`src/design/bapx_ram.sv`:
```
module bapx_ram #(
  parameter int WIDTH = 8,
  parameter int DEPTH = 16,
  localparam int AW = $clog2(DEPTH)
) (
  input  logic             clk_i,
  input  logic             we_i,
  input  logic [AW-1:0]    waddr_i,
  input  logic [WIDTH-1:0] wdata_i,
  input  logic             re_i,
  input  logic [AW-1:0]    raddr_i,
  output logic [WIDTH-1:0] rdata_o
);

  logic [WIDTH-1:0] mem_q [DEPTH];
  logic [WIDTH-1:0] rdata_q;

  always_ff @(posedge clk_i) begin
    if (we_i) mem_q[waddr_i] <= wdata_i;
    if (re_i) rdata_q <= mem_q[raddr_i];
  end

  assign rdata_o = rdata_q;

endmodule

```
`config.mk`:
```
export PLATFORM = sky130hd
export DESIGN_NAME = bapx_ram
export DESIGN_NICKNAME = d
export VERILOG_FILES = /design/src/design/bapx_ram.sv
export SDC_FILE = /design/constraint.sdc
export NUM_CORES = 1
export LEC_CHECK = 0
export BUFFER_PORTS_ARGS = -buffer_cell sky130_fd_sc_hd__buf_2
export CORE_ASPECT_RATIO = 0.6
export CORE_MARGIN = 8
export CORE_UTILIZATION = 65
export CTS_BUF_LIST = sky130_fd_sc_hd__clkbuf_8
export DETAILED_ROUTE_END_ITERATION = 8
export PLACE_DENSITY = 0.84
export SLEW_MARGIN = 10
export SYNTH_ARGS = -nofsm -noshare
export SYNTH_HDL_FRONTEND = slang
export SYNTH_SLANG_ARGS = --single-unit
```
`constraint.sdc`:
```
create_clock -name clk_i -period 2.3 [get_ports clk_i]
set_input_delay 0.115 -clock clk_i [delete_from_list [all_inputs] [get_ports clk_i]]
set_output_delay 0.115 -clock clk_i [all_outputs]
set_load 0.01 [all_outputs]
```
==> impl_metrics.py <==
metrics = {
    "status": {
        "run_status": "finished, final reports clean",
    },
    "power": {
        "total_leakage_power_nw": 2.02,
        "powerDensity_nw_per_um2": 826,
        "p_total_w": 0.00490,
        "vdd_drop_max_uv": 440,
    },
    "place": {
        "hpwl_um": 6100,
        "gp_congestion": 0.735,
        "port_buffers": 26,
    },
    "floorplanning": {
        "fp-row-count": 25,
        "die_h_um": 85.5,
        "dieArea_um2": 11300,
        "die-width_um": 132,
        "ioPinCount": 27,
        "initial_utilization_pct": 66.6,
        "fp.coreArea_um2": 7850,
    },
    "layout": {
        "final_nets": 301,
        "drive_gt1_share_pct": 29.5,
        "antenna_cells": 0,
        "area_growth_pct": 13.5,
        "fillers": 443,
    },
    "clocking": {
        "cts.clk_slew.worst_paths_ns": 0.07,
        "clk_latency_ns": 0.42,
        "clockBufferDepth": 2,
        "cts_inserted_buffers": 17,
        "cts_setup_buffers": 0,
        "htree_levels": 4,
        "hold_buffers": 0,
        "cts_root_buf": "clkbuf_8",
        "cts.sinks": 136,
        "cts_tree": "yes",
        "ctsResizeCount": 0,
    },
    "synthesis": {
        "synth_top_cell_by_area": "edfxtp_1",
        "synth_most_common_cell": "edfxtp_1",
        "syn_avg_cell_area_um2": 22.8,
        "synth.area.top_cells": "edfxtp_1 78%, mux4_2 7.8%, mux4_1 7.0%",
        "synth_edf_count": 136,
        "synth_fp_nets": 248,
        "ys_async_sr_fraction_pct": 0,
        "ys.flop_type": "edfxtp_1",
        "ys_ff_latch": 136,
        "synth_warnings": 0,
        "synthTopCellsByCount": "136 x edfxtp_1, 18 x mux4_2, 16 x a22oi_1",
        "synth.top_cell.area_share_pct": 78.1,
        "netlist_area_um2": 5230,
        "syn_inst": 229,
        "synth_cell_types": 18,
        "synth-seq-area-share_pct": 78.1,
    },
    "critical_path": {
        "critical_path.max_stage_delay_ns": 0.50,
        "reg2reg_slack_ns": 0.84,
        "r2r_end": "rdata_o[4]$_DFFE_PP_",
        "crit_fanout": 1,
        "critPathBufInv": 0,
        "criticalPathCategory": "flip-flop to flip-flop",
        "crit_chain": "mux4_1, a22oi_1, nand2_1",
        "arrival_ns": 1.63,
        "cp-end-kind": "flip-flop",
        "timing.rr.start": "mem_q[10][4]$_DFFE_PP_",
        "crit_path_start_kind": "flip-flop",
        "crit_path_top_delay_cell": "mux4_1",
        "cp.required_ns": 2.47,
        "critical-path-top-delay-family": "multiplexers",
        "rr_worst_depth": 3,
    },
    "route": {
        "drcViolationCount": 0,
        "vias_per_cell": 6.09,
        "wire_per_inst_um": 22.8,
        "routed_wl_um": 9180,
        "drtPass1Iterations": 4,
        "vias": 2456,
        "ant_nets": 0,
        "drt_iter0_markers": 222,
    },
    "sta": {
        "drv_slew": 0,
        "slew_headroom_pct": 52.1,
        "min_period_ns": 1.46,
        "clock.fmax_ghz": 0.684,
        "worst_clock_skew_ns": 0.00619,
        "setup_tns_ns": 0,
        "min_period_over_period_pct": 63.6,
        "finalSetupViolations": 0,
        "worst_pin_slew_ns": 0.716,
        "hold_viol": 0,
        "rsz0062_at_grt": "false",
    },
    "global_route": {
        "grt.total_usage_pct": 17.2,
        "grt_overflow": 0,
        "grt_pass1_wl_um": 13900,
        "grt_pass1_vias": 2570,
        "antenna_found_initial": 0,
        "grt_max_degree": 33,
    },
    "min_path": {
        "min_path_type": "input port to flip-flop",
        "hp-start": "re_i",
        "min_path_cells": 1,
        "min_to": "rdata_o[7]$_DFFE_PP_",
    },
    "job": {
        "max_cap_violations": 0,
    },
}
## layer usage
layer  wire (um)  global-route usage [%]  vias up
met5           0                       0        -
met4          56                    6.63        0
met3         556                    5.66        6
met2        4400                    26.6       90
met1        4160                    22.7     1275
li1            -                       -     1085
## flip-flops by register name (all words and copies together) (netlist names)
signal,cells
mem_q,128
rdata_o,8
## layout by cell type, fill, tap and decap left out, types with 4 or more instances in the layout
master      n
nand2_1     9
edfxtp_1  136
mux4_2     18
inv_1       5
buf_4      17
clkbuf_8   17
buf_2      26
nor3_1      4
mux4_1     14
a22oi_1    16
nor2_1     13
## final cells by class
| type | count | area [um^2] | area share, % |
|---|---|---|---|
| Sequential cell | 136 | 4080 | 68.8 |
| Tap cell | 108 | 135 | 2.28 |
| Clock inverter | 15 | 146 | 2.47 |
| Clock buffer | 17 | 234 | 3.94 |
| Multi-Input combinational cell | 83 | 1060 | 17.8 |
| Timing Repair Buffer | 44 | 278 | 4.68 |
## cells by family after synthesis
family                 count (synthesis)  synth area share (%)
DFF                                  136                  78.1
and+or+nand+nor                       35                  3.14
muxes                                 32                  14.8
AOI/OAI and AO/OA                     16                  2.30
buffers and inverters                 10                  1.65
## stage by stage
step | util, % | area, um^2 | setup slack, ns | hold slack, ns | cells
2_1_floorplan | - | 5230 | 0.692 | 0.214 | 229
5_1_grt | 75.6 | 5930 | 0.790 | 0.0453 | 403
3_3_place_gp | 70.7 | 5550 | 0.454 | 0.495 | 371
6_report | 75.6 | 5930 | 0.838 | 0.0673 | 403
3_5_place_dp | 70.7 | 5550 | 0.399 | 0.497 | 371
4_1_cts | 75.6 | 5930 | 0.813 | 0.0379 | 403
## worst max path at each step
stage,end,from,cells after the start
after CTS,rdata_o[4]$_DFFE_PP_,mem_q[10][4]$_DFFE_PP_,3
after detailed placement,rdata_o[4]$_DFFE_PP_,raddr_i[0],5
after floorplan,mem_q[0][0]$_DFFE_PP_,waddr_i[2],2
final,rdata_o[4]$_DFFE_PP_,mem_q[10][4]$_DFFE_PP_,3
after global placement,rdata_o[4]$_DFFE_PP_,raddr_i[0],5
after global routing,rdata_o[4]$_DFFE_PP_,mem_q[10][4]$_DFFE_PP_,3
## power by group
part	total, W	leakage, nW	switching (W)	internal (W)
combinational	0.000245	0.574	0.000139	0.000106
sequential	0.00281	1.24	0.0000152	0.00279
clock	0.00185	0.208	0.000814	0.00104
(Power assumes the default switching activity.)
