**src/design/bapx_pkg.sv**
```systemverilog
package bapx_pkg;

  localparam int COORD_W = 20;
  localparam int ROW_W   = 13;
  localparam int PPR_W   = 11;
  localparam int DIM_W   = 13;
  localparam int PIX_W   = 12;
  localparam int GRAY_W  = 8;
  localparam int CFG_IDX_W = 2;

  localparam logic [ROW_W-1:0] ROW_MAX = 13'd8191;
  localparam logic [PPR_W-1:0] PPR_RST = 11'd1024;
  localparam logic [DIM_W-1:0] DIM_RST = 13'd1024;

  // square of one difference, sum of three squares, root, numerator, 2ab
  localparam int SQE_W  = 2 * (COORD_W + 1);
  localparam int SQ_W   = SQE_W + 2;
  localparam int ROOT_W = SQ_W / 2;
  localparam int NUM_W  = SQ_W + 1;
  localparam int DEN_W  = SQ_W + 1;
  localparam int QUO_W  = 17;
  localparam int COS_W  = 18;
  localparam logic [QUO_W-1:0] ONE_Q16 = 17'd65536;

  typedef enum logic [CFG_IDX_W-1:0] {
    CFG_PPR    = 2'd0,
    CFG_WIDTH  = 2'd1,
    CFG_HEIGHT = 2'd2
  } cfg_reg_e;

  typedef struct packed {
    logic signed [COORD_W-1:0] x;
    logic signed [COORD_W-1:0] y;
    logic signed [COORD_W-1:0] z;
  } point_t;

  typedef struct packed {
    logic [PIX_W-1:0] row;
    logic [PIX_W-1:0] col;
  } meta_t;

  typedef struct packed {
    meta_t            meta;
    logic             zero;
    logic             neg;
    logic [NUM_W-1:0] num;
  } sqrt_side_t;

  typedef struct packed {
    meta_t meta;
    logic  zero;
    logic  neg;
  } div_side_t;

  typedef logic signed [COS_W-1:0] cos_tab_t [256];

  localparam logic [63:0] PiQ32 = 64'd13493037705;
  localparam logic [63:0] TaylorDiv [12] = '{
    64'd2, 64'd12, 64'd30, 64'd56, 64'd90, 64'd132,
    64'd182, 64'd240, 64'd306, 64'd380, 64'd462, 64'd552
  };

  function automatic logic [SQE_W-1:0] sqr(logic signed [COORD_W:0] v);
    logic [COORD_W:0] m;
    m = v[COORD_W] ? (~v + 1'b1) : v;
    return m * m;
  endfunction

  // cosine table in q2.16, taylor series in q30, mirrored about the middle
  function automatic cos_tab_t build_cos_tab();
    cos_tab_t    tab;
    logic [63:0] t;
    logic [63:0] t2;
    logic [63:0] term;
    logic [63:0] q;
    longint      sum;
    for (int g = 0; g < 128; g++) begin
      t = (64'(g) * PiQ32 + 64'd510) / 64'd1020;
      t2 = (t * t + (64'd1 << 29)) >> 30;
      term = 64'd1 << 30;
      sum = longint'(term);
      for (int n = 1; n <= 12; n++) begin
        term = ((term * t2) >> 30) / TaylorDiv[n-1];
        if ((n & 1) == 1) sum = sum - longint'(term);
        else sum = sum + longint'(term);
      end
      if (sum < 0) sum = 0;
      q = (64'(sum) + (64'd1 << 13)) >> 14;
      tab[g] = COS_W'(q);
      tab[255-g] = COS_W'(64'd0 - q);
    end
    return tab;
  endfunction

  localparam cos_tab_t COS_TAB = build_cos_tab();

endpackage

```
**src/design/bapx_divq.sv**
```systemverilog
module bapx_divq #(
  parameter int STEPS = 3
) (
  input  logic                            clk_i,
  input  logic                            rst_ni,
  input  logic                            en_i,
  input  logic                            vld_i,
  input  logic [bapx_pkg::NUM_W-1:0]      num_i,
  input  logic [bapx_pkg::DEN_W-1:0]      den_i,
  input  bapx_pkg::div_side_t             side_i,
  output logic                            vld_o,
  output logic [bapx_pkg::QUO_W-1:0]      quo_o,
  output logic                            ovf_o,
  output bapx_pkg::div_side_t             side_o
);

  localparam int DW  = bapx_pkg::DEN_W;
  localparam int RW  = DW + 1;
  localparam int QW  = bapx_pkg::QUO_W;
  localparam int NST = (QW + STEPS - 1) / STEPS;

  typedef struct packed {
    logic [RW-1:0] r;
    logic [DW-1:0] d;
    logic [QW-1:0] q;
    logic          ovf;
  } dst_t;

  // restoring step; the first one works on the unshifted numerator
  function automatic dst_t step(dst_t s, logic first);
    dst_t          o;
    logic [RW-1:0] t;
    o = s;
    t = first ? s.r : {s.r[RW-2:0], 1'b0};
    if (t >= RW'(s.d)) begin
      o.r = t - RW'(s.d);
      o.q = {s.q[QW-2:0], 1'b1};
    end else begin
      o.r = t;
      o.q = {s.q[QW-2:0], 1'b0};
    end
    return o;
  endfunction

  logic                vld_q  [NST+1];
  dst_t                st_q   [NST+1];
  bapx_pkg::div_side_t side_q [NST+1];

  // entry stage: quotient of two or more saturates
  always_ff @(posedge clk_i or negedge rst_ni) begin
    if (!rst_ni) begin
      vld_q[0] <= 1'b0;
    end else if (en_i) begin
      vld_q[0] <= vld_i;
    end
  end

  always_ff @(posedge clk_i) begin
    if (en_i) begin
      st_q[0].r   <= RW'(num_i);
      st_q[0].d   <= den_i;
      st_q[0].q   <= '0;
      st_q[0].ovf <= RW'(num_i) >= {den_i, 1'b0};
      side_q[0]   <= side_i;
    end
  end

  for (genvar s = 1; s <= NST; s++) begin : g_st
    dst_t nx;

    always_comb begin
      nx = st_q[s-1];
      for (int k = 0; k < STEPS; k++) begin
        if ((s - 1) * STEPS + k < QW) begin
          nx = step(nx, ((s - 1) * STEPS + k) == 0);
        end
      end
    end

    always_ff @(posedge clk_i or negedge rst_ni) begin
      if (!rst_ni) begin
        vld_q[s] <= 1'b0;
      end else if (en_i) begin
        vld_q[s] <= vld_q[s-1];
      end
    end

    always_ff @(posedge clk_i) begin
      if (en_i) begin
        st_q[s]   <= nx;
        side_q[s] <= side_q[s-1];
      end
    end
  end

  assign vld_o  = vld_q[NST];
  assign quo_o  = st_q[NST].q;
  assign ovf_o  = st_q[NST].ovf;
  assign side_o = side_q[NST];

endmodule

```
**config.mk**
```make
export PLATFORM = sky130hd
export DESIGN_NAME = bapx_divq
export DESIGN_NICKNAME = d
export VERILOG_FILES = /design/src/design/bapx_pkg.sv /design/src/design/bapx_divq.sv
export SDC_FILE = /design/constraint.sdc
export NUM_CORES = 2
export LEC_CHECK = 0
export ABC_AREA = 1
export ABC_CLOCK_PERIOD_IN_PS = 6490
export CAP_MARGIN = 5
export CORE_ASPECT_RATIO = 0.7
export CORE_UTILIZATION = 53
export DETAILED_ROUTE_END_ITERATION = 8
export DONT_BUFFER_PORTS = 1
export MAX_ROUTING_LAYER = met4
export PLACE_DENSITY = 0.83
export SYNTH_ARGS = -nofsm -noshare
export SYNTH_HDL_FRONTEND = slang
export SYNTH_SLANG_ARGS = --single-unit
```
**constraint.sdc**
```tcl
create_clock -name clk_i -period 6.49 [get_ports clk_i]
set_input_delay 0.3245 -clock clk_i [delete_from_list [all_inputs] [get_ports clk_i]]
set_output_delay 0.3245 -clock clk_i [all_outputs]
set_load 0.02 [all_outputs]
```
==> results of run 1 <==
[routing by layer]
layer,overflow,track usage
met5,-,-
met4,228,0.617
met3,118,0.630
met2,313,0.885
met1,116,0.842
[through the flow]
step | TNS [ns] | setup WS [ns] | util | hold slack, ns | area (um2)
after floorplan | 0 | 0.227 | - | 0.0289 | 84600
after detailed placement | -197.73 | -1.09 | 0.750 | 0.0290 | 119000
after CTS | -41.23 | -0.339 | 0.812 | 0.140 | 129000
after global placement | -159.86 | -0.954 | 0.750 | 0.0290 | 119000
[logic make-up after synthesis]
group,synth area share
xor+xnor,0.0573
simple gates,0.308
compound gates,0.141
flops,0.283
fa+ha+maj,0.120
mux,0.000133
buf+inv,0.0902
[repair_timing]
item / 4_1_cts
gates cloned: 34
buffers inserted: 172
gates resized for setup: 955
setup endpoints to repair: 230
pin swaps: 146
hold endpoints to repair: 194
hold buffers: 121
==> results.ini, run 1 <==
[synth]
ys_ff_latch=798
synthTopCellsByArea=edfxtp_1 (28%), nand2_1 (18%), ha_1 (12%)
yosys_warnings=0
synth_cell_types=62
synth_nets=13600
synth_top_cell_area_share=0.281
yosysTopAreaCell=edfxtp_1
synth_edf_count=791
yosysMostFrequentCell=nand2_1
syn-cell-area_um2=84600
synthCells=12700
synth_area_per_cell_um2=6.67
synthTopCellsByCount=nand2_1 (4005), inv_1 (1770), nor2_1 (1337)
synth_ff_type=edfxtp_1
ys_seq_area_frac=0.283
async_reset_ff_frac=0.00877

[die]
initial_core_util=0.534
pin_count=165
dieWidth_um=479
fp.dieH_um=336
row_count=122

[place]
port_buffers=0
dpl.cell_count=18900
gp_congestion=1.18
dp.final_hpwl_mm=339

[sta]
worst_path_end_type=sequential cell input
worst_endpoint=st_q[3][100]$_DFFE_PP_/D

[global_routing]
grt_max_degree=210
grt_overflow=775
grt_util_all_layers=0.778

[cts]
clkSinkCount=798
h-tree-depth=3
cts_buffers=84
cts_buffer_depth=3
cts_root_buf=clkbuf_16

[outcome]
error=[ERROR GRT-0232] Routing congestion too high. Check the congestion heatmap in the GUI.
failing_step=global routing
status=aborted with a tool error

==> run 2: changes to the inputs <==
==> config.mk (replaced) <==
export PLATFORM = sky130hd
export DESIGN_NAME = bapx_divq
export DESIGN_NICKNAME = d
export VERILOG_FILES = /design/src/design/bapx_pkg.sv /design/src/design/bapx_divq.sv
export SDC_FILE = /design/constraint.sdc
export NUM_CORES = 2
export LEC_CHECK = 0
export ABC_AREA = 1
export ABC_CLOCK_PERIOD_IN_PS = 8440
export CAP_MARGIN = 5
export CORE_UTILIZATION = 38
export DETAILED_ROUTE_END_ITERATION = 8
export DONT_BUFFER_PORTS = 1
export PLACE_DENSITY_LB_ADDON = 0.15
export SYNTH_ARGS = -nofsm -noshare
export SYNTH_HDL_FRONTEND = slang
export SYNTH_SLANG_ARGS = --single-unit
==> constraint.sdc (replaced) <==
create_clock -name clk_i -period 8.44 [get_ports clk_i]
set_input_delay 0.422 -clock clk_i [delete_from_list [all_inputs] [get_ports clk_i]]
set_output_delay 0.422 -clock clk_i [all_outputs]
set_load 0.02 [all_outputs]
==> run 2 against run 1 <==
  * The flow now finishes without violations
  * Area after synthesis is the same
  * Synthesized cell count is the same
==> results.ini, run 2 <==
[min_path]
hold_class=in2reg

[sta]
fin_skew_ns=0.0859
slew_viol_final=0
finalSetupViolCount=0
fmax_mhz=121
post-route-min-period_ns=8.24
worst_pin_slew_ns=1.50
final.setup.tns_ns=0
finalCritPeriodShare=0.976
hold_ws_ns=0.0538
final_hold_viol_count=0
relSlewSlack=0.00194

[finish]
final_cell_mix=nand2_1 (4005), inv_1 (1766), nor2_1 (1335)
regMostFlops=st_q
largest_reg_flops=609
layout_commonest_cell=nand2_1
top_regs=st_q (609), side_q (182), vld_q (6)
drive_gt1_frac=0.0680
area_delta_synth_final_pct=14.9
nets=14300

[route]
via_per_inst=5.54
vias=90800
postRouteAntennaNets=0
dr.pass1.iters=6
wire_per_inst_um=25.2
routed_wl_mm=414
drt_iter0_markers=10100
drc=0

[outcome]
status=finished, final reports clean  ; was aborted with a tool error

[synth]
synth_area_per_cell_um2=6.67  ; unchanged
yosysTopAreaCell=edfxtp_1  ; unchanged
yosys_warnings=0  ; unchanged
synth_ff_type=edfxtp_1  ; unchanged
ys_seq_area_frac=0.283  ; unchanged
syn-cell-area_um2=84600  ; unchanged
synthCells=12700  ; unchanged
synth_cell_types=62  ; unchanged
synth_edf_count=791  ; unchanged
synth_top_cell_area_share=0.281  ; unchanged
async_reset_ff_frac=0.00877  ; unchanged
synthTopCellsByCount=nand2_1 (4005), inv_1 (1770), nor2_1 (1337)  ; unchanged
ys_ff_latch=798  ; unchanged
synth_nets=13600  ; unchanged
yosysMostFrequentCell=nand2_1  ; unchanged
synthTopCellsByArea=edfxtp_1 (28%), nand2_1 (18%), ha_1 (12%)  ; unchanged

[die]
fp.dieH_um=474  ; was 336 um
initial_core_util=0.384  ; was 0.534
dieArea_um2=224000
core_area_um2=220000
dieWidth_um=474  ; was 479 um
pin_count=165  ; unchanged
row_count=172  ; was 122

[global_routing]
grt_util_all_layers=0.357
grt_overflow=0
antenna_found_initial=20
grt_max_degree=231
grt_pass1_vias=85100
grt_pass1_wl_mm=583

[cts]
h-tree-depth=3  ; unchanged
cts_root_buf=clkbuf_16  ; unchanged
cts_buffer_depth=3  ; unchanged
clk_latency_ns=0.79
cts_tree=done
clkSinkCount=798  ; unchanged
path_clk_slew_ns=0.07
cts_buffers=101  ; was 84

[critical_path]
path_delay_family=simple AND/OR/NAND/NOR gates
cp.arrival_ns=8.72
cp_slowest_cell=edfxtp_1
cp-start-kind=flip-flop
cp_common_cell=nand2_1
cpPeakStageDelay_ns=0.58
worst-setup-path-type=reg2reg
cp.required_ns=8.93
cp_max_fo=19
cp-end-kind=flip-flop
critPathBufInv=7

[place]
gp_congestion=1.10  ; was 1.18
port_buffers=0  ; unchanged
dp.final_hpwl_mm=354  ; was 339 mm

[flow_run]
cap_violations=0

-- run 2: cell counts after synthesis --
No cell type changed its count.
-- run 2: worst register-to-register path, delay by kind of cell, from the launching register on --
family                   cells  cell delay, ns
AND/OR/NAND/NOR             27            3.77
buffers and inverters        7            1.22
flip-flops                   1            0.58
adder cells (fa/ha/maj)      3            1.21
AO/OA/AOI/OAI                4            1.20
-- run 2: final timing paths --
path | to | from | depth (start not counted) | slack [ns]
worst max register to register | st_q[4][92] | st_q[3][29] | 41 | 0.20
worst min register to register | side_q[5][6] | side_q[4][6] | 0 | 0.38
worst min-delay path | st_q[6][14] | en_i | 1 | 0.05
worst max-delay path | st_q[4][92] | st_q[3][29] | 41 | 0.20
min in group asynchronous | vld_q[3] | rst_ni | 2 | 0.52
max in group asynchronous | vld_q[4] | rst_ni | 2 | 7.67
-- run 2: cell families after synthesis --
logic type	after synthesis	share of synthesized area
adder cells (fa/ha/maj)	805	0.120
flip-flops	798	0.283
AND/OR/NAND/NOR	6416	0.308
buffers and inverters	1941	0.0902
AO/OA/AOI/OAI	2165	0.141
XOR/XNOR	553	0.0573
multiplexers	1	0.000133
-- run 2: layer usage --
layer / track usage / part of all wire / vias to the layer above
met5: 0 / 0.00014 / -
met4: 0.160 / 0.051 / 8
met3: 0.0582 / 0.085 / 694
met2: 0.539 / 0.42 / 4131
met1: 0.496 / 0.44 / 42900
li1: - / - / 43000
-- run 2: cell type report --
type,instances,area (um2)
clock buffers,108,2550
multi-input cells,9940,53100
repair buffers,712,6160
flip-flops and latches,798,23900
diodes,8,20.0
inverters,1794,6750
clock inverters,78,968
well taps,2958,3700
fillers,23300,123000
-- run 2: stage by stage --
step / area [um2] / util / cells / setup slack (ns)
6_report: 97100 / 0.441 / 16400 / 0.204
5_1_grt: 97100 / 0.441 / 16400 / -0.000628
4_1_cts: 96800 / 0.439 / 16400 / 0.0522
3_5_place_dp: 92100 / 0.418 / 16100 / 0.0686
3_3_place_gp: 92100 / 0.418 / 16100 / -0.0862
2_1_floorplan: 84600 / - / 12700 / 2.18
-- run 2: what timing repair did --
action                                  CTS  global route
buffers inserted                          0            26
resized for setup                         0            45
endpoints found under the setup margin    0           189
hold buffers                            120             0
hold endpoints to repair                125             0
Power of run 2 is not shown: default switching activity piles up to over one toggle a cycle in this logic, so the estimate is an artifact.
