==> config.mk <==
export PLATFORM = sky130hd
export DESIGN_NAME = bapx_isqrt2
export DESIGN_NICKNAME = d
export VERILOG_FILES = /design/src/design/bapx_pkg.sv /design/src/design/bapx_isqrt2.sv
export SDC_FILE = /design/constraint.sdc
export NUM_CORES = 2
export LEC_CHECK = 0
export ABC_AREA = 0
export BUFFER_PORTS_ARGS = -buffer_cell sky130_fd_sc_hd__buf_4
export CAP_MARGIN = 15
export CORE_MARGIN = 5
export CORE_UTILIZATION = 45
export CTS_CLUSTER_DIAMETER = 150
export DETAILED_ROUTE_END_ITERATION = 6
export GPL_TIMING_DRIVEN = 0
export RECOVER_POWER = 100
export SKIP_CTS_REPAIR_TIMING = 1
export SYNTH_ARGS = -nofsm -noshare
export SYNTH_HDL_FRONTEND = slang
export SYNTH_SLANG_ARGS = --single-unit
==> constraint.sdc <==
create_clock -name clk_i -period 9.4 [get_ports clk_i]
set_clock_uncertainty 0.15 [all_clocks]
set_input_delay 1.41 -clock clk_i [delete_from_list [all_inputs] [get_ports clk_i]]
set_output_delay 1.41 -clock clk_i [all_outputs]
set_load 0.1 [all_outputs]
==> src/design/bapx_pkg.sv <==
package bapx_pkg;

  localparam int COORD_W = 20;
  localparam int ROW_W   = 13;
  localparam int PPR_W   = 11;
  localparam int DIM_W   = 13;
  localparam int PIX_W   = 12;
  localparam int GRAY_W  = 8;
  localparam int CFG_IDX_W = 2;

  localparam logic [ROW_W-1:0] ROW_MAX = 13'd8191;
  localparam logic [PPR_W-1:0] PPR_RST = 11'd1024;
  localparam logic [DIM_W-1:0] DIM_RST = 13'd1024;

  // square of one difference, sum of three squares, root, numerator, 2ab
  localparam int SQE_W  = 2 * (COORD_W + 1);
  localparam int SQ_W   = SQE_W + 2;
  localparam int ROOT_W = SQ_W / 2;
  localparam int NUM_W  = SQ_W + 1;
  localparam int DEN_W  = SQ_W + 1;
  localparam int QUO_W  = 17;
  localparam int COS_W  = 18;
  localparam logic [QUO_W-1:0] ONE_Q16 = 17'd65536;

  typedef enum logic [CFG_IDX_W-1:0] {
    CFG_PPR    = 2'd0,
    CFG_WIDTH  = 2'd1,
    CFG_HEIGHT = 2'd2
  } cfg_reg_e;

  typedef struct packed {
    logic signed [COORD_W-1:0] x;
    logic signed [COORD_W-1:0] y;
    logic signed [COORD_W-1:0] z;
  } point_t;

  typedef struct packed {
    logic [PIX_W-1:0] row;
    logic [PIX_W-1:0] col;
  } meta_t;

  typedef struct packed {
    meta_t            meta;
    logic             zero;
    logic             neg;
    logic [NUM_W-1:0] num;
  } sqrt_side_t;

  typedef struct packed {
    meta_t meta;
    logic  zero;
    logic  neg;
  } div_side_t;

  typedef logic signed [COS_W-1:0] cos_tab_t [256];

  localparam logic [63:0] PiQ32 = 64'd13493037705;
  localparam logic [63:0] TaylorDiv [12] = '{
    64'd2, 64'd12, 64'd30, 64'd56, 64'd90, 64'd132,
    64'd182, 64'd240, 64'd306, 64'd380, 64'd462, 64'd552
  };

  function automatic logic [SQE_W-1:0] sqr(logic signed [COORD_W:0] v);
    logic [COORD_W:0] m;
    m = v[COORD_W] ? (~v + 1'b1) : v;
    return m * m;
  endfunction

  // cosine table in q2.16, taylor series in q30, mirrored about the middle
  function automatic cos_tab_t build_cos_tab();
    cos_tab_t    tab;
    logic [63:0] t;
    logic [63:0] t2;
    logic [63:0] term;
    logic [63:0] q;
    longint      sum;
    for (int g = 0; g < 128; g++) begin
      t = (64'(g) * PiQ32 + 64'd510) / 64'd1020;
      t2 = (t * t + (64'd1 << 29)) >> 30;
      term = 64'd1 << 30;
      sum = longint'(term);
      for (int n = 1; n <= 12; n++) begin
        term = ((term * t2) >> 30) / TaylorDiv[n-1];
        if ((n & 1) == 1) sum = sum - longint'(term);
        else sum = sum + longint'(term);
      end
      if (sum < 0) sum = 0;
      q = (64'(sum) + (64'd1 << 13)) >> 14;
      tab[g] = COS_W'(q);
      tab[255-g] = COS_W'(64'd0 - q);
    end
    return tab;
  endfunction

  localparam cos_tab_t COS_TAB = build_cos_tab();

endpackage

==> src/design/bapx_isqrt2.sv <==
module bapx_isqrt2 #(
  parameter int STEPS = 3
) (
  input  logic                              clk_i,
  input  logic                              rst_ni,
  input  logic                              en_i,
  input  logic                              vld_i,
  input  logic [bapx_pkg::SQ_W-1:0]         va_i,
  input  logic [bapx_pkg::SQ_W-1:0]         vb_i,
  input  bapx_pkg::sqrt_side_t              side_i,
  output logic                              vld_o,
  output logic [bapx_pkg::ROOT_W-1:0]       ra_o,
  output logic [bapx_pkg::ROOT_W-1:0]       rb_o,
  output bapx_pkg::sqrt_side_t              side_o
);

  localparam int VW  = bapx_pkg::SQ_W;
  localparam int RW  = bapx_pkg::ROOT_W;
  localparam int NST = (RW + STEPS - 1) / STEPS;

  typedef struct packed {
    logic [VW-1:0]   val;
    logic [RW+1:0]   rem;
    logic [RW-1:0]   root;
  } sqst_t;

  // one digit of the root per step, two radicand bits brought in
  function automatic sqst_t step(sqst_t s);
    sqst_t         o;
    logic [RW+1:0] r;
    logic [RW+1:0] trial;
    r = {s.rem[RW-1:0], s.val[VW-1 -: 2]};
    trial = {s.root, 2'b01};
    o.val = {s.val[VW-3:0], 2'b00};
    if (r >= trial) begin
      o.rem = r - trial;
      o.root = {s.root[RW-2:0], 1'b1};
    end else begin
      o.rem = r;
      o.root = {s.root[RW-2:0], 1'b0};
    end
    return o;
  endfunction

  logic                 vld_q  [NST];
  sqst_t                sta_q  [NST];
  sqst_t                stb_q  [NST];
  bapx_pkg::sqrt_side_t side_q [NST];

  for (genvar s = 0; s < NST; s++) begin : g_st
    sqst_t                a_in;
    sqst_t                b_in;
    sqst_t                a_nx;
    sqst_t                b_nx;
    bapx_pkg::sqrt_side_t sd_in;
    logic                 v_in;

    if (s == 0) begin : g_first
      assign a_in  = '{val: va_i, rem: '0, root: '0};
      assign b_in  = '{val: vb_i, rem: '0, root: '0};
      assign sd_in = side_i;
      assign v_in  = vld_i;
    end else begin : g_next
      assign a_in  = sta_q[s-1];
      assign b_in  = stb_q[s-1];
      assign sd_in = side_q[s-1];
      assign v_in  = vld_q[s-1];
    end

    always_comb begin
      a_nx = a_in;
      b_nx = b_in;
      for (int k = 0; k < STEPS; k++) begin
        if (s * STEPS + k < RW) begin
          a_nx = step(a_nx);
          b_nx = step(b_nx);
        end
      end
    end

    always_ff @(posedge clk_i or negedge rst_ni) begin
      if (!rst_ni) begin
        vld_q[s] <= 1'b0;
      end else if (en_i) begin
        vld_q[s] <= v_in;
      end
    end

    always_ff @(posedge clk_i) begin
      if (en_i) begin
        sta_q[s]  <= a_nx;
        stb_q[s]  <= b_nx;
        side_q[s] <= sd_in;
      end
    end
  end

  assign vld_o  = vld_q[NST-1];
  assign ra_o   = sta_q[NST-1].root;
  assign rb_o   = stb_q[NST-1].root;
  assign side_o = side_q[NST-1];

endmodule

==> report_table.html <==
<table>
<tr><th>Metric</th><th>Value</th></tr>
<tr><th colspan="2">Outcome</th></tr>
<tr><td>Result of the run</td><td>finished with violations</td></tr>
<tr><td>Violations in the final reports</td><td>max-capacitance violations, max-slew violations</td></tr>
<tr><th colspan="2">Worst setup path</th></tr>
<tr><td>Kind of start point of the critical path</td><td>flip-flop</td></tr>
<tr><td>Type of the worst setup path</td><td>reg2reg</td></tr>
<tr><td>Crit path max fanout</td><td>10</td></tr>
<tr><td>Arrival @ worst endpoint</td><td>9.42 ns</td></tr>
<tr><td>Type of element capturing the critical path</td><td>flip-flop</td></tr>
<tr><td>Crit-path leading delay family</td><td>compound AO/OA/AOI/OAI gates</td></tr>
<tr><td>Largest stage delay on the critical path</td><td>0.65 ns</td></tr>
<tr><td>Max stage delay cell, worst path</td><td>sky130_fd_sc_hd__or4_1</td></tr>
<tr><td>Critical path required time</td><td>9.77 ns</td></tr>
<tr><td>Number of buffers and inverters on the critical path</td><td>6</td></tr>
<tr><th colspan="2">Routing</th></tr>
<tr><td>Sum of met2 wire segment lengths after detailed routing</td><td>98,800 µm</td></tr>
<tr><td>DRC errors left</td><td>0</td></tr>
<tr><td>Drt pass-1 iters</td><td>6</td></tr>
<tr><td>Starting DRT DRC Count</td><td>3,623</td></tr>
<tr><td>Wire length on met1</td><td>82,000 µm</td></tr>
<tr><td>Via count</td><td>57.4k</td></tr>
<tr><td>DR top layer</td><td>met4</td></tr>
<tr><td>Number of vias per cell after detailed routing</td><td>5.61</td></tr>
<tr><td>Sum of routed wire length over all layers</td><td>195,000 µm</td></tr>
<tr><td>DR WL/cell</td><td>19.1 µm</td></tr>
<tr><td>ANT nets after route</td><td>0</td></tr>
<tr><td>Routed wl met3</td><td>7120 µm</td></tr>
<tr><th colspan="2">Placed design</th></tr>
<tr><td>IO buf count</td><td>276</td></tr>
<tr><td>Cell area after placement</td><td>85,700 µm²</td></tr>
<tr><td>Post-detail-place hpwl</td><td>151,000 µm</td></tr>
<tr><td>Final Wtd Congestion</td><td>0.930</td></tr>
<tr><th colspan="2">STA</th></tr>
<tr><td>Minimum clock period</td><td>9.05 ns</td></tr>
<tr><td>Final number of setup-violating endpoints</td><td>0</td></tr>
<tr><td>Fmax</td><td>110 MHz</td></tr>
<tr><td>Final Max Tran Viols</td><td>959</td></tr>
<tr><td>Period utilization</td><td>96.3%</td></tr>
<tr><td>Transition time of the tightest slew-check pin</td><td>5.39 ns</td></tr>
<tr><td>Relative slew slack</td><td>-259%</td></tr>
<tr><td>Count of final hold-check violations</td><td>0</td></tr>
<tr><th colspan="2">Power</th></tr>
<tr><td>Worst vdd rail ir drop</td><td>0.000237 V</td></tr>
<tr><td>Power Density</td><td>329 nW/µm²</td></tr>
<tr><td>Total leakage power</td><td>35.6 nW</td></tr>
<tr><th colspan="2">Finish</th></tr>
<tr><td>Most common library cell in the layout ignoring fill and taps</td><td>sky130_fd_sc_hd__edfxtp_1</td></tr>
<tr><td>Synthesis-to-layout area growth</td><td>13.3%</td></tr>
<tr><td>Filler instances</td><td>15.9k</td></tr>
<tr><td>Net count reported at finish</td><td>8,458</td></tr>
<tr><td>Proportion of layout cells with a drive suffix above 1</td><td>11.3%</td></tr>
<tr><td>Highest-count cells in the layout ignoring fill and taps</td><td>sky130_fd_sc_hd__edfxtp_1, sky130_fd_sc_hd__a21oi_1, sky130_fd_sc_hd__nor2_1</td></tr>
<tr><td>Area occupied by multi-input gates</td><td>37,300 µm²</td></tr>
<tr><td>Register area</td><td>41,300 µm²</td></tr>
<tr><td>Finished layout cell area</td><td>91,100 µm²</td></tr>
<tr><td>Final core utilization</td><td>51.2%</td></tr>
<tr><th colspan="2">Global route</th></tr>
<tr><td>Total routing usage reported by global routing</td><td>20.3%</td></tr>
<tr><td>Number of global-route vias before repair</td><td>56.1k</td></tr>
<tr><td>Congestion Overflow GR</td><td>0</td></tr>
<tr><td>Wire length of the first global-routing pass</td><td>305,000 µm</td></tr>
<tr><td>Antenna violations before repair</td><td>2</td></tr>
<tr><td>Pin count of the biggest net entering global routing</td><td>192</td></tr>
<tr><th colspan="2">Yosys</th></tr>
<tr><td>Post-synth EDFFs</td><td>1,368</td></tr>
<tr><td>Count of cell types in the netlist</td><td>108</td></tr>
<tr><td>Dominant register cell in the synthesized netlist</td><td>sky130_fd_sc_hd__edfxtp_1</td></tr>
<tr><td>Synthesized flop and latch total</td><td>1,376</td></tr>
<tr><td>Synthesis Warnings</td><td>0</td></tr>
<tr><td>Sequential area share after synthesis</td><td>51.3%</td></tr>
<tr><td>Syn Std Cell Area</td><td>80,400 µm²</td></tr>
<tr><td>Synthesized area per cell</td><td>11.0 µm²</td></tr>
<tr><td>Async SR Flop Fraction</td><td>0.581%</td></tr>
<tr><td>Count of mapped cells out of synthesis</td><td>7,291</td></tr>
<tr><th colspan="2">Floorplanning</th></tr>
<tr><td>Floorplan core area</td><td>178,000 µm²</td></tr>
<tr><td>Die Width</td><td>433 µm</td></tr>
<tr><td>Die area</td><td>187,000 µm²</td></tr>
<tr><td>Count of pins on the block boundary</td><td>279</td></tr>
<tr><td>Y dimension of the die</td><td>433 µm</td></tr>
<tr><td>Row count</td><td>155</td></tr>
<tr><td>Initial Utilization</td><td>45.2%</td></tr>
<tr><th colspan="2">Clock network</th></tr>
<tr><td>Number of sinks handled by clock tree synthesis</td><td>1,376</td></tr>
<tr><td>Worst-Skew Late Latency</td><td>0.81 ns</td></tr>
<tr><td>Max H-tree Level</td><td>4</td></tr>
<tr><td>CTS tree</td><td>yes</td></tr>
<tr><td>Clock root buffer</td><td>sky130_fd_sc_hd__clkbuf_16</td></tr>
<tr><td>Register clock-pin slew on the reported worst setup and hold paths</td><td>0.06 ns</td></tr>
<tr><td>Clock buffers created by TritonCTS</td><td>148</td></tr>
<tr><td>Clk buf depth</td><td>3</td></tr>
<tr><th colspan="2">Flow run</th></tr>
<tr><td>Max-capacitance violation count</td><td>6</td></tr>
<tr><th colspan="2">Worst hold path</th></tr>
<tr><td>Class of the most critical hold timing path</td><td>reg2reg</td></tr>
</table>
## path summary, 6_finish.rpt
check / to / slack [ns] / cells past startpoint / start
worst max-delay path: stb_q[1][216]$_DFFE_PP_ / 0.35 / 33 / stb_q[1][93]$_DFFE_PP_
worst min-delay path: stb_q[1][79]$_DFFE_PP_ / 0.25 / 0 / stb_q[0][337]$_DFFE_PP_
worst max register to register: stb_q[1][216]$_DFFE_PP_ / 0.35 / 33 / stb_q[1][93]$_DFFE_PP_
worst min register to register: stb_q[1][79]$_DFFE_PP_ / 0.25 / 0 / stb_q[0][337]$_DFFE_PP_
max in group asynchronous: g_st[4].v_in$_DFFE_PN0P_ / 8.44 / 1 / rst_ni
min in group asynchronous: g_st[5].v_in$_DFFE_PN0P_ / 0.37 / 1 / rst_ni
## cells in the mapped netlist (all sizes together) (49+ instances only)
cell type | instances | area [µm²]
a21o | 212 | 1590
xor2 | 237 | 2080
a211oi | 70 | 526
o21ai | 403 | 2020
inv | 417 | 1570
nor4 | 87 | 606
nor2 | 569 | 2140
and2 | 49 | 309
o31ai | 60 | 455
o21a | 93 | 698
clkbuf | 130 | 488
nand4 | 94 | 594
nor3 | 143 | 736
xnor2 | 386 | 3410
nor2b | 69 | 434
edfxtp | 1368 | 41100
or3 | 58 | 363
ha | 548 | 6860
mux2 | 110 | 1240
and3 | 56 | 350
a31oi | 66 | 413
a21oi | 582 | 2910
o21bai | 55 | 413
nand3 | 142 | 721
nand2 | 505 | 1900
nand2b | 88 | 551
## sequential cells by signal (all words and copies together), names as in the netlist
register,cells
side_q,568
sta_q,400
stb_q,400
g_st.v_in,7
vld_o,1
## area by class of cell
class	instances	share of cell area (%)
clock buffers	177	4.18
inverters	424	1.77
multi-input cells	5329	40.9
well taps	2355	3.23
flip-flops and latches	1376	45.3
repair buffers	318	2.59
clock inverters	90	1.21
diodes	2	0.00549
plain buffers	150	0.794
## metal layers
layer  GRT usage [%]  vias to the layer above
met1            25.0                    27300
li1                -                    28400
met3            2.43                      382
met5               0                        -
met4            7.46                        0
met2            36.6                     1267
## power breakdown
part | internal (W) | switching (W) | leakage (nW)
Clock | 0.00328 | 0.00246 | 2.35
Combinational | 0.00626 | 0.00917 | 19.9
Sequential | 0.00828 | 0.000499 | 13.3
Total | 0.0178 | 0.0121 | 35.6
## logic make-up (layout without fill, tap and decap cells)
logic type               Yosys count  in the layout  share of synthesized area, %
AO/OA/AOI/OAI                   1922           1922                          15.4
flip-flops                      1376           1376                          51.3
adder cells (fa/ha/maj)          548            548                          8.53
buffers and inverters            589           1159                          2.82
other                              1              6                       0.00466
XOR/XNOR                         623            623                          6.82
multiplexers                     145            145                          1.98
AND/OR/NAND/NOR                 2087           2087                          13.1
## stage by stage
step           TNS (ns)  total power [W]  hold slack (ns)  setup WS [ns]  instances
4_1_cts         -181.34           0.0298            0.206          -1.98      10200
6_report              0           0.0300            0.252          0.348      10200
5_1_grt          -0.316           0.0321            0.255        -0.0556      10200
3_3_place_gp   -6932.46           0.0238            0.250          -5.31       9925
3_5_place_dp    -171.62           0.0239            0.255          -1.95       9936
2_1_floorplan         0           0.0202            0.250           1.17       7294
## worst reg2reg max path, delay by kind of cell (launching register included)
family / cells / cell delay, ns
buf+inv: 6 / 1.41
flops: 1 / 0.43
mux: 2 / 0.67
compound gates: 14 / 3.27
simple gates: 8 / 1.84
fa+ha+maj: 3 / 1.04
(Power assumes the default switching activity.)
